<file path="src/sv/owf_pkg.sv">
// Shared constants, types and helpers of the overlapping window framer.
package owf_pkg;

	localparam int WINDOW_SIZE = 64;
	localparam int HOP_SIZE    = 32;
	localparam int CHANNELS    = 2;

	localparam int OUT_LANES = 2;
	localparam int SAMPLE_W  = 32;
	localparam int INDEX_W   = 64;
	localparam int RATE_W    = 32;
	localparam int CNT_W     = 8;
	localparam int LOCK_W    = 2;
	localparam int POS_W     = 6;

	localparam int SLOT_W  = (WINDOW_SIZE > 1) ? $clog2(WINDOW_SIZE) : 1;
	localparam int FILL_W  = $clog2(WINDOW_SIZE + 1);
	localparam int SUM_W   = SLOT_W + 1;
	localparam int HOP_MOD = HOP_SIZE % WINDOW_SIZE;
	localparam int KEEP    = WINDOW_SIZE - HOP_SIZE;

	typedef enum logic {
		OP_PUSH  = 1'b0,
		OP_RESET = 1'b1
	} opcode_t;

	typedef enum logic [1:0] {
		STAT_ACCEPT = 2'd0,
		STAT_SAMPLE = 2'd1,
		STAT_REJECT = 2'd2
	} status_t;

	typedef enum logic {
		S_IDLE,
		S_EMIT
	} fsm_t;

	typedef struct packed {
		opcode_t               opcode;
		logic [INDEX_W-1:0]    frame_index;
		logic [RATE_W-1:0]     stream_rate;
		logic [CNT_W-1:0]      channel_count;
		logic [SAMPLE_W-1:0]   sample_ch0;
		logic [SAMPLE_W-1:0]   sample_ch1;
	} in_item_t;

	typedef struct packed {
		status_t               status;
		logic [INDEX_W-1:0]    window_start;
		logic [RATE_W-1:0]     locked_rate;
		logic [LOCK_W-1:0]     locked_channels;
		logic [POS_W-1:0]      position;
		logic [SAMPLE_W-1:0]   out_ch0;
		logic [SAMPLE_W-1:0]   out_ch1;
		logic                  last;
	} out_item_t;

	typedef struct packed {
		logic [INDEX_W-1:0] window_start;
		logic [RATE_W-1:0]  locked_rate;
		logic [LOCK_W-1:0]  locked_channels;
	} meta_t;

	typedef struct packed {
		logic              en;
		logic [SLOT_W-1:0] slot;
	} mem_acc_t;

	typedef struct packed {
		logic              en;
		logic              sample;
		status_t           status;
		logic [SLOT_W-1:0] position;
		logic              last;
	} load_t;

	function automatic logic [SLOT_W-1:0] wrap_slot(input logic [SUM_W-1:0] s);
		logic [SUM_W-1:0] r;
		r = (s >= SUM_W'(WINDOW_SIZE)) ? (s - SUM_W'(WINDOW_SIZE)) : s;
		return r[SLOT_W-1:0];
	endfunction

endpackage

</file>
<file path="src/sv/owf_in_if.sv">
// Frame input channel: valid/ready handshake with one frame item.
interface owf_in_if;
	import owf_pkg::*;

	logic     valid;
	logic     ready;
	in_item_t data;

	modport source (output valid, output data, input ready);
	modport sink (input valid, input data, output ready);
endinterface

</file>
<file path="src/sv/owf_out_if.sv">
// Result output channel: valid/ready handshake with one result item.
interface owf_out_if;
	import owf_pkg::*;

	logic      valid;
	logic      ready;
	out_item_t data;

	modport source (output valid, output data, input ready);
	modport sink (input valid, input data, output ready);
endinterface

</file>
<file path="src/sv/owf_lane.sv">
// One channel lane: window sample memory with one write and one registered read port.
module owf_lane (
	input  logic                              clk,
	input  owf_pkg::mem_acc_t                 wr,
	input  logic [owf_pkg::SAMPLE_W-1:0]      wr_data,
	input  owf_pkg::mem_acc_t                 rd,
	output logic [owf_pkg::SAMPLE_W-1:0]      rd_data_s1
);
	import owf_pkg::*;

	logic [SAMPLE_W-1:0] mem_q [WINDOW_SIZE];

	always_ff @(posedge clk) begin
		if (wr.en) begin
			mem_q[wr.slot] <= wr_data;
		end
		if (rd.en) begin
			rd_data_s1 <= mem_q[rd.slot];
		end
	end
endmodule

</file>
<file path="src/sv/owf_ctrl.sv">
// Frame validation, stream locks, fill and read pointers, window readout sequencer.
module owf_ctrl (
	input  logic               clk,
	input  logic               arst_n,
	input  logic               in_valid,
	input  owf_pkg::in_item_t  in_data,
	output logic               in_ready,
	input  logic               out_free,
	output owf_pkg::mem_acc_t  wr,
	output owf_pkg::mem_acc_t  rd,
	output owf_pkg::load_t     ld,
	output owf_pkg::meta_t     meta
);
	import owf_pkg::*;

	fsm_t               state_q, state_nxt;
	logic               active_q;
	logic [FILL_W-1:0]  fill_q;
	logic [SLOT_W-1:0]  base_q;
	logic [RATE_W-1:0]  rate_q;
	logic [LOCK_W-1:0]  chan_q;
	logic [INDEX_W-1:0] start_q;
	logic [INDEX_W-1:0] next_q;
	logic [FILL_W-1:0]  rd_cnt_q;
	logic               valid_s1;
	logic [SLOT_W-1:0]  pos_s1;
	logic               last_s1;

	logic              acc, is_reset, bad, mismatch, push_ok, full;
	logic              load_s1, issue, done;
	logic [FILL_W-1:0] fill_nxt;

	assign acc      = in_valid && in_ready;
	assign is_reset = (in_data.opcode == OP_RESET);
	assign bad      = (in_data.channel_count == '0) ||
	                  (in_data.channel_count > CNT_W'(CHANNELS)) ||
	                  (in_data.stream_rate == '0) || (&in_data.frame_index);
	assign mismatch = active_q && ((in_data.stream_rate != rate_q) ||
	                  (in_data.channel_count != CNT_W'(chan_q)) ||
	                  (in_data.frame_index != next_q));
	assign push_ok  = !is_reset && !bad && !mismatch;
	assign fill_nxt = fill_q + 1'b1;
	assign full     = (fill_nxt == FILL_W'(WINDOW_SIZE));
	assign load_s1  = valid_s1 && out_free;
	assign done     = load_s1 && last_s1;

	always_comb begin
		state_nxt = state_q;
		case (state_q)
			S_IDLE: begin
				if (acc && push_ok && full) begin
					state_nxt = S_EMIT;
				end
			end
			S_EMIT: begin
				if (done) begin
					state_nxt = S_IDLE;
				end
			end
			default: state_nxt = S_IDLE;
		endcase
	end

	always_comb begin
		in_ready = (state_q == S_IDLE) && out_free;
		issue    = (state_q == S_EMIT) && (rd_cnt_q != FILL_W'(WINDOW_SIZE)) &&
		           (!valid_s1 || load_s1);

		wr.en   = acc && push_ok;
		wr.slot = wrap_slot(SUM_W'(base_q) + SUM_W'(fill_q));
		rd.en   = issue;
		rd.slot = wrap_slot(SUM_W'(base_q) + SUM_W'(rd_cnt_q));

		if (load_s1) begin
			ld.en       = 1'b1;
			ld.sample   = 1'b1;
			ld.status   = STAT_SAMPLE;
			ld.position = pos_s1;
			ld.last     = last_s1;
		end else begin
			ld.en       = acc && !(push_ok && full);
			ld.sample   = 1'b0;
			ld.status   = (is_reset || push_ok) ? STAT_ACCEPT : STAT_REJECT;
			ld.position = '0;
			ld.last     = 1'b1;
		end

		if (acc && is_reset) begin
			meta = '0;
		end else if (acc && push_ok && !active_q) begin
			meta.window_start    = in_data.frame_index;
			meta.locked_rate     = in_data.stream_rate;
			meta.locked_channels = in_data.channel_count[LOCK_W-1:0];
		end else begin
			meta.window_start    = start_q;
			meta.locked_rate     = rate_q;
			meta.locked_channels = chan_q;
		end
	end

	always_ff @(posedge clk or negedge arst_n) begin
		if (!arst_n) begin
			state_q  <= S_IDLE;
			active_q <= 1'b0;
			fill_q   <= '0;
			base_q   <= '0;
			rate_q   <= '0;
			chan_q   <= '0;
			start_q  <= '0;
			next_q   <= '0;
			rd_cnt_q <= '0;
			valid_s1 <= 1'b0;
		end else begin
			state_q <= state_nxt;
			if (acc) begin
				rd_cnt_q <= '0;
				if (is_reset) begin
					active_q <= 1'b0;
					fill_q   <= '0;
					base_q   <= '0;
					rate_q   <= '0;
					chan_q   <= '0;
					start_q  <= '0;
					next_q   <= '0;
				end else if (push_ok) begin
					if (!active_q) begin
						rate_q  <= in_data.stream_rate;
						chan_q  <= in_data.channel_count[LOCK_W-1:0];
						start_q <= in_data.frame_index;
					end
					active_q <= 1'b1;
					fill_q   <= fill_nxt;
					next_q   <= in_data.frame_index + 1'b1;
				end
			end
			if (issue) begin
				rd_cnt_q <= rd_cnt_q + 1'b1;
			end
			if (done) begin
				base_q  <= wrap_slot(SUM_W'(base_q) + SUM_W'(HOP_MOD));
				fill_q  <= FILL_W'(KEEP);
				start_q <= start_q + INDEX_W'(HOP_SIZE);
			end
			if (issue) begin
				valid_s1 <= 1'b1;
			end else if (load_s1) begin
				valid_s1 <= 1'b0;
			end
		end
	end

	always_ff @(posedge clk) begin
		if (issue) begin
			pos_s1  <= rd_cnt_q[SLOT_W-1:0];
			last_s1 <= (rd_cnt_q == FILL_W'(WINDOW_SIZE - 1));
		end
	end
endmodule

</file>
<file path="src/sv/owf_merge.sv">
// Output register: combines lane read data with stream metadata into one result.
module owf_merge (
	input  logic                                       clk,
	input  logic                                       arst_n,
	input  owf_pkg::load_t                             ld,
	input  owf_pkg::meta_t                             meta,
	input  logic [owf_pkg::OUT_LANES-1:0][owf_pkg::SAMPLE_W-1:0] rd_data,
	output logic                                       out_free,
	owf_out_if.source                                  result
);
	import owf_pkg::*;

	logic      valid_q;
	out_item_t data_q;

	always_ff @(posedge clk or negedge arst_n) begin
		if (!arst_n) begin
			valid_q <= 1'b0;
		end else if (ld.en) begin
			valid_q <= 1'b1;
		end else if (result.ready) begin
			valid_q <= 1'b0;
		end
	end

	always_ff @(posedge clk) begin
		if (ld.en) begin
			data_q.status          <= ld.status;
			data_q.window_start    <= meta.window_start;
			data_q.locked_rate     <= meta.locked_rate;
			data_q.locked_channels <= meta.locked_channels;
			data_q.position        <= POS_W'(ld.position);
			data_q.out_ch0         <= ld.sample ? rd_data[0] : '0;
			data_q.out_ch1         <= (ld.sample && (meta.locked_channels > LOCK_W'(1))) ?
			                          rd_data[1] : '0;
			data_q.last            <= ld.last;
		end
	end

	assign out_free     = !valid_q || result.ready;
	assign result.valid = valid_q;
	assign result.data  = data_q;
endmodule

</file>
<file path="src/sv/overlapping_window_framer.sv">
// Overlapping window framer: top level with control, channel lanes and output merge.
//
// Each transfer on frame carries one audio frame or a reset command. A frame that does not
// complete a window, a rejected frame and a reset each give one result; such frames can
// stream at one per cycle while result is drained. The frame that completes a window gives
// WINDOW_SIZE results: each channel lane reads one slot per cycle, while result is ready,
// from its own window memory through a registered read port, and frame stays not ready
// until the final sample is in the output register. The window memories need no clearing
// after reset: a slot is always written before it is read.
module overlapping_window_framer (
	input  logic      clk,
	input  logic      arst_n,
	owf_in_if.sink    frame,
	owf_out_if.source result
);
	import owf_pkg::*;

	mem_acc_t wr, rd;
	load_t    ld;
	meta_t    meta;
	logic     out_free;
	logic     in_ready;

	logic [OUT_LANES-1:0][SAMPLE_W-1:0] samp;
	logic [OUT_LANES-1:0][SAMPLE_W-1:0] rd_data;

	assign samp[0]     = frame.data.sample_ch0;
	assign samp[1]     = frame.data.sample_ch1;
	assign frame.ready = in_ready;

	owf_ctrl u_ctrl (
		.clk      (clk),
		.arst_n   (arst_n),
		.in_valid (frame.valid),
		.in_data  (frame.data),
		.in_ready (in_ready),
		.out_free (out_free),
		.wr       (wr),
		.rd       (rd),
		.ld       (ld),
		.meta     (meta)
	);

	for (genvar c = 0; c < OUT_LANES; c++) begin : g_lane
		if (c < CHANNELS) begin : g_used
			logic [SAMPLE_W-1:0] wr_data;

			assign wr_data = (CNT_W'(c) < frame.data.channel_count) ? samp[c] : '0;

			owf_lane u_lane (
				.clk        (clk),
				.wr         (wr),
				.wr_data    (wr_data),
				.rd         (rd),
				.rd_data_s1 (rd_data[c])
			);
		end else begin : g_unused
			assign rd_data[c] = '0;
		end
	end

	owf_merge u_merge (
		.clk      (clk),
		.arst_n   (arst_n),
		.ld       (ld),
		.meta     (meta),
		.rd_data  (rd_data),
		.out_free (out_free),
		.result   (result)
	);
endmodule

</file>
<file path="src/flat_wrapper.sv">
// flat-port wrapper written by rule: the top's interface ports become plain ports
module overlapping_window_framer_flat import owf_pkg::*;
  (clk, arst_n, frame_valid, frame_data, frame_ready, result_valid, result_data, result_ready);
  owf_in_if frame_i ();
  owf_out_if result_i ();
  input  logic clk;
  input  logic arst_n;
  input wire logic [$bits(frame_i.valid)-1:0] frame_valid;
  input wire logic [$bits(frame_i.data)-1:0] frame_data;
  output wire logic [$bits(frame_i.ready)-1:0] frame_ready;
  output wire logic [$bits(result_i.valid)-1:0] result_valid;
  output wire logic [$bits(result_i.data)-1:0] result_data;
  input wire logic [$bits(result_i.ready)-1:0] result_ready;
  assign frame_i.valid = frame_valid;
  assign frame_i.data = frame_data;
  assign frame_ready = frame_i.ready;
  assign result_valid = result_i.valid;
  assign result_data = result_i.data;
  assign result_i.ready = result_ready;
  overlapping_window_framer u_core (.clk(clk), .arst_n(arst_n), .frame(frame_i), .result(result_i));
endmodule
</file>
<file path="config.mk">
export PLATFORM = sky130hd
export DESIGN_NAME = overlapping_window_framer_flat
export DESIGN_NICKNAME = d
export VERILOG_FILES = /design/src/sv/owf_pkg.sv /design/src/sv/owf_in_if.sv /design/src/sv/owf_out_if.sv /design/src/sv/owf_lane.sv /design/src/sv/owf_ctrl.sv /design/src/sv/owf_merge.sv /design/src/sv/overlapping_window_framer.sv /design/src/flat_wrapper.sv
export SDC_FILE = /design/constraint.sdc
export NUM_CORES = 2
export LEC_CHECK = 0
export ABC_AREA = 0
export BUFFER_PORTS_ARGS = -buffer_cell sky130_fd_sc_hd__clkbuf_2
export CELL_PAD_IN_SITES_DETAIL_PLACEMENT = 0
export CELL_PAD_IN_SITES_GLOBAL_PLACEMENT = 1
export CORE_AREA = 8 8 540 675
export CTS_CLUSTER_DIAMETER = 60
export DETAILED_ROUTE_END_ITERATION = 6
export DIE_AREA = 0 0 548 683
export GPL_TIMING_DRIVEN = 0
export PLACE_DENSITY = 0.83
export SETUP_SLACK_MARGIN = 0.4
export SYNTH_ARGS = -nofsm -noshare
export SYNTH_HDL_FRONTEND = slang
export SYNTH_SLANG_ARGS = --single-unit
</file>
<file path="constraint.sdc">
create_clock -name clk -period 9.2 [get_ports clk]
set_input_delay 0.46 -clock clk [delete_from_list [all_inputs] [get_ports clk]]
set_output_delay 0.46 -clock clk [all_outputs]
set_load 0.02 [all_outputs]
</file>
-- Yosys cells after proc, flatten, opt, wreduce, memory -nomap -nowiden
Memories as Yosys holds them, arrays and structs flattened. A register that Yosys moved wholly into a read port is not among the register bits.
Cells that the tools add are included.
- output and inout port bits: 173
- memories kept: 2
- input port bits: 173
- logic and storage cells: 137
- flip-flop bits (word level): 364
- bits in writable memories: 4096
- memory bits (read-only): 0
- latch bits: 0
- $add $sub $neg: 10
- order comparisons: 7
- shift-type cells: 0
- reduce and logical (&&, ||, !) cells: 46
- bitwise operators: 1
- div/mod/pow operators: 0
- mux-type cells: 42
- equal/unequal tests: 8
- multipliers: 0
- memory list (name ; words ; width ; rd ports ; clocked after Yosys merged registers in ; write ports ; line ; source):
    u_core.g_lane[0].g_used.u_lane.mem_q ; 64 ; 32 ; 1 ; 1 ; 1 ; owf_lane.sv:11 ; logic [SAMPLE_W-1:0] mem_q [WINDOW_SIZE];
    u_core.g_lane[1].g_used.u_lane.mem_q ; 64 ; 32 ; 1 ; 1 ; 1 ; owf_lane.sv:11 ;
- operator list (kind ; count):
    2-to-1 mux 64 bit ; 7
    2-to-1 mux 32 bit ; 5
    2-to-1 mux 98 bit ; 1
    adder 64 x 1 -> 64 bit, second input constant ; 1
    adder 64 x 6 -> 64 bit, second input constant ; 1
    != test 64 bit ; 1
    AND reduction 64 bit ; 1
    2-to-1 mux 7 bit ; 6
    2-to-1 mux 6 bit ; 6
    logical NOT 32 bit ; 1
    != test 32 bit ; 1
    >= comparator 7 bit, second input constant ; 3
    subtractor 6 x 1 -> 6 bit, second input constant ; 3
    logical AND 1 bit ; 16
    < comparator 1 x 8 -> 1 bit, first input constant ; 2
    adder 6 x 7 -> 7 bit ; 2
    adder 7 x 1 -> 7 bit, second input constant ; 2
    nonzero test 2 bit ; 6
    2-to-1 mux 11 bit ; 1
    2-to-1 mux 1 bit ; 10
    2-to-1 mux 2 bit ; 5
    > comparator 8 x 2 -> 1 bit, second input constant ; 1
    logical NOT 8 bit ; 1
    logical OR 1 bit ; 8
    14 further kinds ; 23

-- Logic depth before layout (Yosys ltp)
- depth after elaboration: 13
- depth in mapped cells: 13
- depth with buffers taken out: 9

-- Hierarchy
Synthesis repeated with hierarchy kept, for this count alone.
- cells, all modules: 8654
- area, all modules: 177029.8 um2
- by module, submodules not included (module ; area an instance (um2) ; instances ; seq. area each (um2) ; cells each):
    owf_lane ; 78835.6 ; 2 ; 62459.9 ; 3324
    owf_ctrl ; 13131.3 ; 1 ; 4714.5 ; 1680
    owf_merge ; 5654.2 ; 1 ; 5159.9 ; 247
    overlapping_window_framer ; 573.0 ; 1 ; 0.0 ; 79

-- Worst setup path after synthesis
OpenSTA, ideal clock, no wires.
- path type: in2reg
- from: in frame_data[115]
- to: mem u_core.g_lane[0].g_used.u_lane.mem_q[39][0] (enable)
- arrival: 8.510 ns
- setup time: 0.644 ns
- cell stages on the path: 10
- setup slack: 0.046 ns
- data required time: 8.556 ns
- path through: buf_2 -> nor2b_1 -> a2111o_1 -> a2111oi_0 -> nand4_1 -> o41ai_2 -> nand2_2 -> buf_2 -> buf_2 -> nor4_1
- cells in the longest elaborated chain, start to end: 8
- ends and longest elaborated chain (item ; line ; source):
    from (decl) ; flat_wrapper.sv:9 ; input wire logic [$bits(frame_i.data)-1:0] frame_data;
    != test 64 bit or AND reduction 64 bit (tied branches) ; owf_ctrl.sv:40, owf_ctrl.sv:37 ;
    logical OR 1 bit (on tied branches) ; owf_ctrl.sv:39, owf_ctrl.sv:37 ;
    logical AND 1 bit or logical NOT 1 bit (tied branches) ; owf_ctrl.sv:38, owf_ctrl.sv:41 ;
    logical NOT 1 bit or logical AND 1 bit (tied branches) ; owf_ctrl.sv:41 ; assign push_ok = !is_reset && !bad && !mismatch;
    logical AND 1 bit * ; owf_ctrl.sv:41 ;
    logical AND 1 bit * ; owf_ctrl.sv:69 ; wr.en = acc && push_ok;
    2-to-1 mux 1 bit * ; owf_lane.sv:14 ; if (wr.en) begin
    2-to-1 mux 1 bit (implied by the code) * ; owf_lane.sv:15 ; mem_q[wr.slot] <= wr_data;
    to (decl) ; owf_lane.sv:11 ;
Every way passes the cells marked *; elsewhere a longest branch is shown, timed or not.

-- Worst setup path after layout
- from: reg u_core.u_ctrl.rate_q[6]
- to: mem u_core.g_lane[1].g_used.u_lane.mem_q[14][26] (enable)
- cells in the longest elaborated chain, start to end: 9
- ends and longest elaborated chain (item ; line ; source):
    from (decl) ; owf_ctrl.sv:20 ; logic [RATE_W-1:0] rate_q;
    from (signal assigned) ; owf_ctrl.sv:127 ; rate_q <= in_data.stream_rate;
    != test 32 bit ; owf_ctrl.sv:38 ; assign mismatch = active_q && ((in_data.stream_rate != rate_q) ||
    logical OR 1 bit ; owf_ctrl.sv:38 ;
    logical OR 1 bit ; owf_ctrl.sv:39 ; (in_data.channel_count != CNT_W'(chan_q)) ||
    logical AND 1 bit ; owf_ctrl.sv:38 ;
    logical NOT 1 bit ; owf_ctrl.sv:41 ;
    logical AND 1 bit ; owf_ctrl.sv:41 ;
    logical AND 1 bit ; owf_ctrl.sv:69 ;
    2-to-1 mux 1 bit ; owf_lane.sv:14 ;
    2-to-1 mux 1 bit (implied by the code) ; owf_lane.sv:15 ;
    to (decl) ; owf_lane.sv:11 ;
Every way passes these cells.

==> impl_results.md <==
- Max stage delay on crit path: around 900 ps
- Arrival time worst endpoint: between 7000 and 8000 ps
- Crit path capture: u_core.g_lane[1].g_used.u_lane.mem_q[14][26]
- Vias: approximately 97000
- CTS root buf: clkbuf_16
- Initial Utilization: slightly below 50%
- FF-to-FF Start: u_core.u_ctrl.rate_q[6]
- Worst setup path start: u_core.u_ctrl.rate_q[6]
- First-pass detailed-route iteration total: 7
- Initial detailed-routing violation count: 15043
- Ranking of synthesized cells by area: edfxtp_1 (74%), mux4_2 (17%), dfrtp_1 (2.6%)
- DRC errors left: 0
- Vias in the first global route: 97707
- Crit path cell chain: xnor2_1, nand4_1, nor4_1, nand4_1, o41ai_2, nand4_1, clkbuf_1, nor2_4, buf_12, buf_12
- WL final: around 560000 um
- Worst Skew: ~84 ps
- Slowest CP cell: nand4_1
- Port Buffers: 308
- Syn_nets: 8060
- Pwr per Cell Area: a little over 200 mW/mm2
- Gr usage total: between 20 and 30%
- Vias/cell: just under 7
- Post-CTS Resized: 0
- H-tree Lvls: 5
- Clock Power Share: a little over two fifths
- Peak VDD IR: about 0.00017 V
- CP Depth: 10
- R2R depth: 10
- Post-synth EDFFs: 4338
- Seq cells post-synth: 4519
- Max-slew headroom: ~1.5%
- Final Setup Violations: 0
- Ys Warns: 0
- Share of the synthesized area in the top cell type: roughly three quarters
- RR Endpoint: u_core.g_lane[1].g_used.u_lane.mem_q[14][26]
- Die span in x: between 500 and 600 um
- CP bufs+invs: 3
- Slew @ Worst Pin: about 1500 ps
- Critical Path Sink Type: register
- HP Class: primary input to register
- Commonest non-fill, non-tap cell in the layout: edfxtp_1
- Kind of start point of the critical path: register
- Longest Clk Path Bufs: 4
- Pins Over Slew Limit: 0
- IO Count: roughly 350
- Post-synthesis sequential area ratio: about three quarters
- Unrepaired setup endpoints after global routing: false
- Cell Int Power: roughly 33 mW
- Hold Vio Cnt, Final: 0
- PnR worst setup slack: 2764 ps
- Synthesized cell area: 0.1759 mm2
- Final ANT Viol Nets: 0
- Minimum clock period: ~6400 ps
- CP delay by family, top: simple AND/OR/NAND/NOR gates
- Switch Pwr: 8.862 mW
- Core area: about 0.35 mm2
- Worst-path clk slew: 70 ps
- Req. time, crit path: approximately 10000 ps
- Sink Count: 4519
- First-pass GRT wire length: ~770000 um
- Die Y-Extent: approximately 680 um
- Core Rows: approximately 250
- Seq pwr share: between 50% and 60%
- Synth cell types: 76
- Max_cap viols: 0
- Filler cells: around 24000
- Comb pwr share: about 2.4%
- Reg2reg setup slack: about 2800 ps
- Overflow after GRT: 0
- Register Area: between 0.1 and 0.15 mm2
- Initial antenna violation count: 50
- Crit Path Category: register to register
- Commonest non-fill, non-tap cells in the layout: edfxtp_1 (4338), mux4_2 (1344), clkbuf_16 (413), clkbuf_1 (353), clkbuf_2 (346)
- DIE AREA: 0.3743 mm2
- Final period utilization: a little over two thirds
- Total Power: between 40 and 50 mW
- CP dominant cell by count: nand4_1
- Outcome: completed
- Max Clock Freq: 155.4 MHz
- Switching portion of total power: about a fifth
- CP max FO: 22
- Setup TNS: 0 ps
- Worst skew pair latency: a little over 1000 ps
- Multi-input logic area: 0.04010 mm2
- Dpl ws: ~2800 ps
- Synth area leader: edfxtp_1
- Clock buffer count from CTS: between 400 and 500
- HPWL after DPL: 358600 um
- Final net count: approximately 9400
- Async S/R FF share, synth: 4.005%
- Area Overhead vs Synth: 17.40%
- DR WL/cell: a little under 40 um
- Largest net degree at the start of global routing: between 100 and 150
- Avg Inst Size Synth: roughly 22 um2
- Ratio of cells with drive above 1 in the final layout: between 30% and 40%
- Ys flop type: edfxtp_1
- CTS tree: done
- Synth Instances: 7881
- Static Leak: between 60 and 70 nW
- GPL Wtd Cong: between 0.9 and 1
[cells by family after synthesis]
logic type               after synthesis  synth area share, %
AO/OA/AOI/OAI                        374                1.312
XOR/XNOR                             135               0.6722
adder cells (fa/ha/maj)                6              0.04268
buffers and inverters                508                1.117
flip-flops                          4519                76.63
multiplexers                        1409                17.58
AND/OR/NAND/NOR                      930                2.648
[flip-flops by register name, indices dropped and copies added (netlist names)]
| register | cells |
|---|---|
| u_core.u_ctrl.start_q | 64 |
| u_core.u_merge.result.data | 171 |
| u_core.u_ctrl.valid_s1 | 1 |
| u_core.u_ctrl.active_q | 1 |
| u_core.u_ctrl.last_s1 | 1 |
| u_core.u_ctrl.rate_q | 32 |
| u_core.u_ctrl.pos_s1 | 6 |
| u_core.u_ctrl.fill_q | 7 |
| u_core.u_ctrl.rd_cnt_q | 7 |
| u_core.u_ctrl.next_q | 64 |
| u_core.u_ctrl.chan_q | 2 |
| u_core.u_ctrl.state_q | 1 |
| u_core.u_ctrl.base_q | 1 |
| u_core.u_merge.result.valid | 1 |
| u_core.g_lane.g_used.u_lane.rd_data_s1 | 64 |
| u_core.g_lane.g_used.u_lane.mem_q | 4096 |
[worst reg2reg max path, cell delays in order, from the launching register on]
cell      delay, ps
dfrtp_1         390
xnor2_1         550
nand4_1         420
nor4_1          570
nand4_1         250
o41ai_2         820
nand4_1         910
clkbuf_1        730
nor2_4          840
buf_12          310
buf_12          290
[per-stage QoR]
stage	cell area (um2)	hold slack, ps	util, %	cells
final	206500	35.94	58.33	14319
after global routing	206400	10.74	58.30	14287
after CTS	206400	0.5319	58.28	14274
after detailed placement	191300	437.3	54.03	13400
after global placement	183300	432.3	51.78	12882
after floorplan	175900	164.4	-	7881
[metal layers]
layer | vias up | track usage (%) | part of all wire [%]
met5 | - | 0 | 0.042
met3 | 2083 | 7.274 | 12
li1 | 36019 | - | -
met1 | 49895 | 33.66 | 31
met2 | 8809 | 49.33 | 49
met4 | 34 | 18.58 | 7.7
[worst min-delay path by stage]
stage / start / end / slack [ps] / depth (start not counted)
after floorplan: arst_n / u_core.u_ctrl.active_q / 160 / 0
after global placement: u_core.u_ctrl.rd_cnt_q[5] / u_core.u_ctrl.pos_s1[5] / 430 / 0
after detailed placement: u_core.u_ctrl.rd_cnt_q[5] / u_core.u_ctrl.pos_s1[5] / 440 / 0
after CTS: frame_data[143] / u_core.u_ctrl.start_q[39] / 0.5 / 3
after global routing: frame_data[53] / u_core.g_lane[0].g_used.u_lane.mem_q[28][21] / 10 / 2
final: frame_data[53] / u_core.g_lane[0].g_used.u_lane.mem_q[60][21] / 40 / 2
[final cells by class]
type                    instances  share of cell area, %
diodes                         42                0.05089
plain buffers                 459                 0.8852
clock buffers                 474                  5.120
clock inverters               288                  1.629
inverters                      49                0.09149
multi-input cells            2854                  19.42
flip-flops and latches       4519                  65.27
well taps                    4693                  2.843
repair buffers                941                  4.687
[power by group through the flow]
stage               clock network (mW)  registers, mW  logic [mW]
finish                            17.9           22.7       0.993
global route                      18.7           22.7        1.04
CTS                               18.0           22.7       0.973
detailed placement                   0           23.2       0.927
global placement                     0           23.2       0.792
floorplan                            0           23.2       0.363
[what timing repair did]
action | 4_1_cts | 5_1_grt
hold buffers | 112 | 0
hold endpoints to repair | 739 | 0
setup buffers | 0 | 0
[cells in the mapped netlist (all sizes together) (5+ instances only)]
cell	instances
and4	13
ha	6
inv	48
xor2	46
a31oi	14
nor3	44
o21ai	67
or4	7
nand4	58
a21oi	184
edfxtp	4338
buf	132
nor4	50
or3	7
o22ai	6
clkbuf	327
mux4	1344
nor2	107
o221ai	7
dfrtp	181
nand2	341
a2bb2oi	16
nor2b	81
xnor2	89
o211ai	9
a32oi	10
a22oi	10
and2	38
o32a	5
mux2i	65
and3	66
nand3	90
nand2b	15
Note: power is estimated with default switching activity, not from simulation.
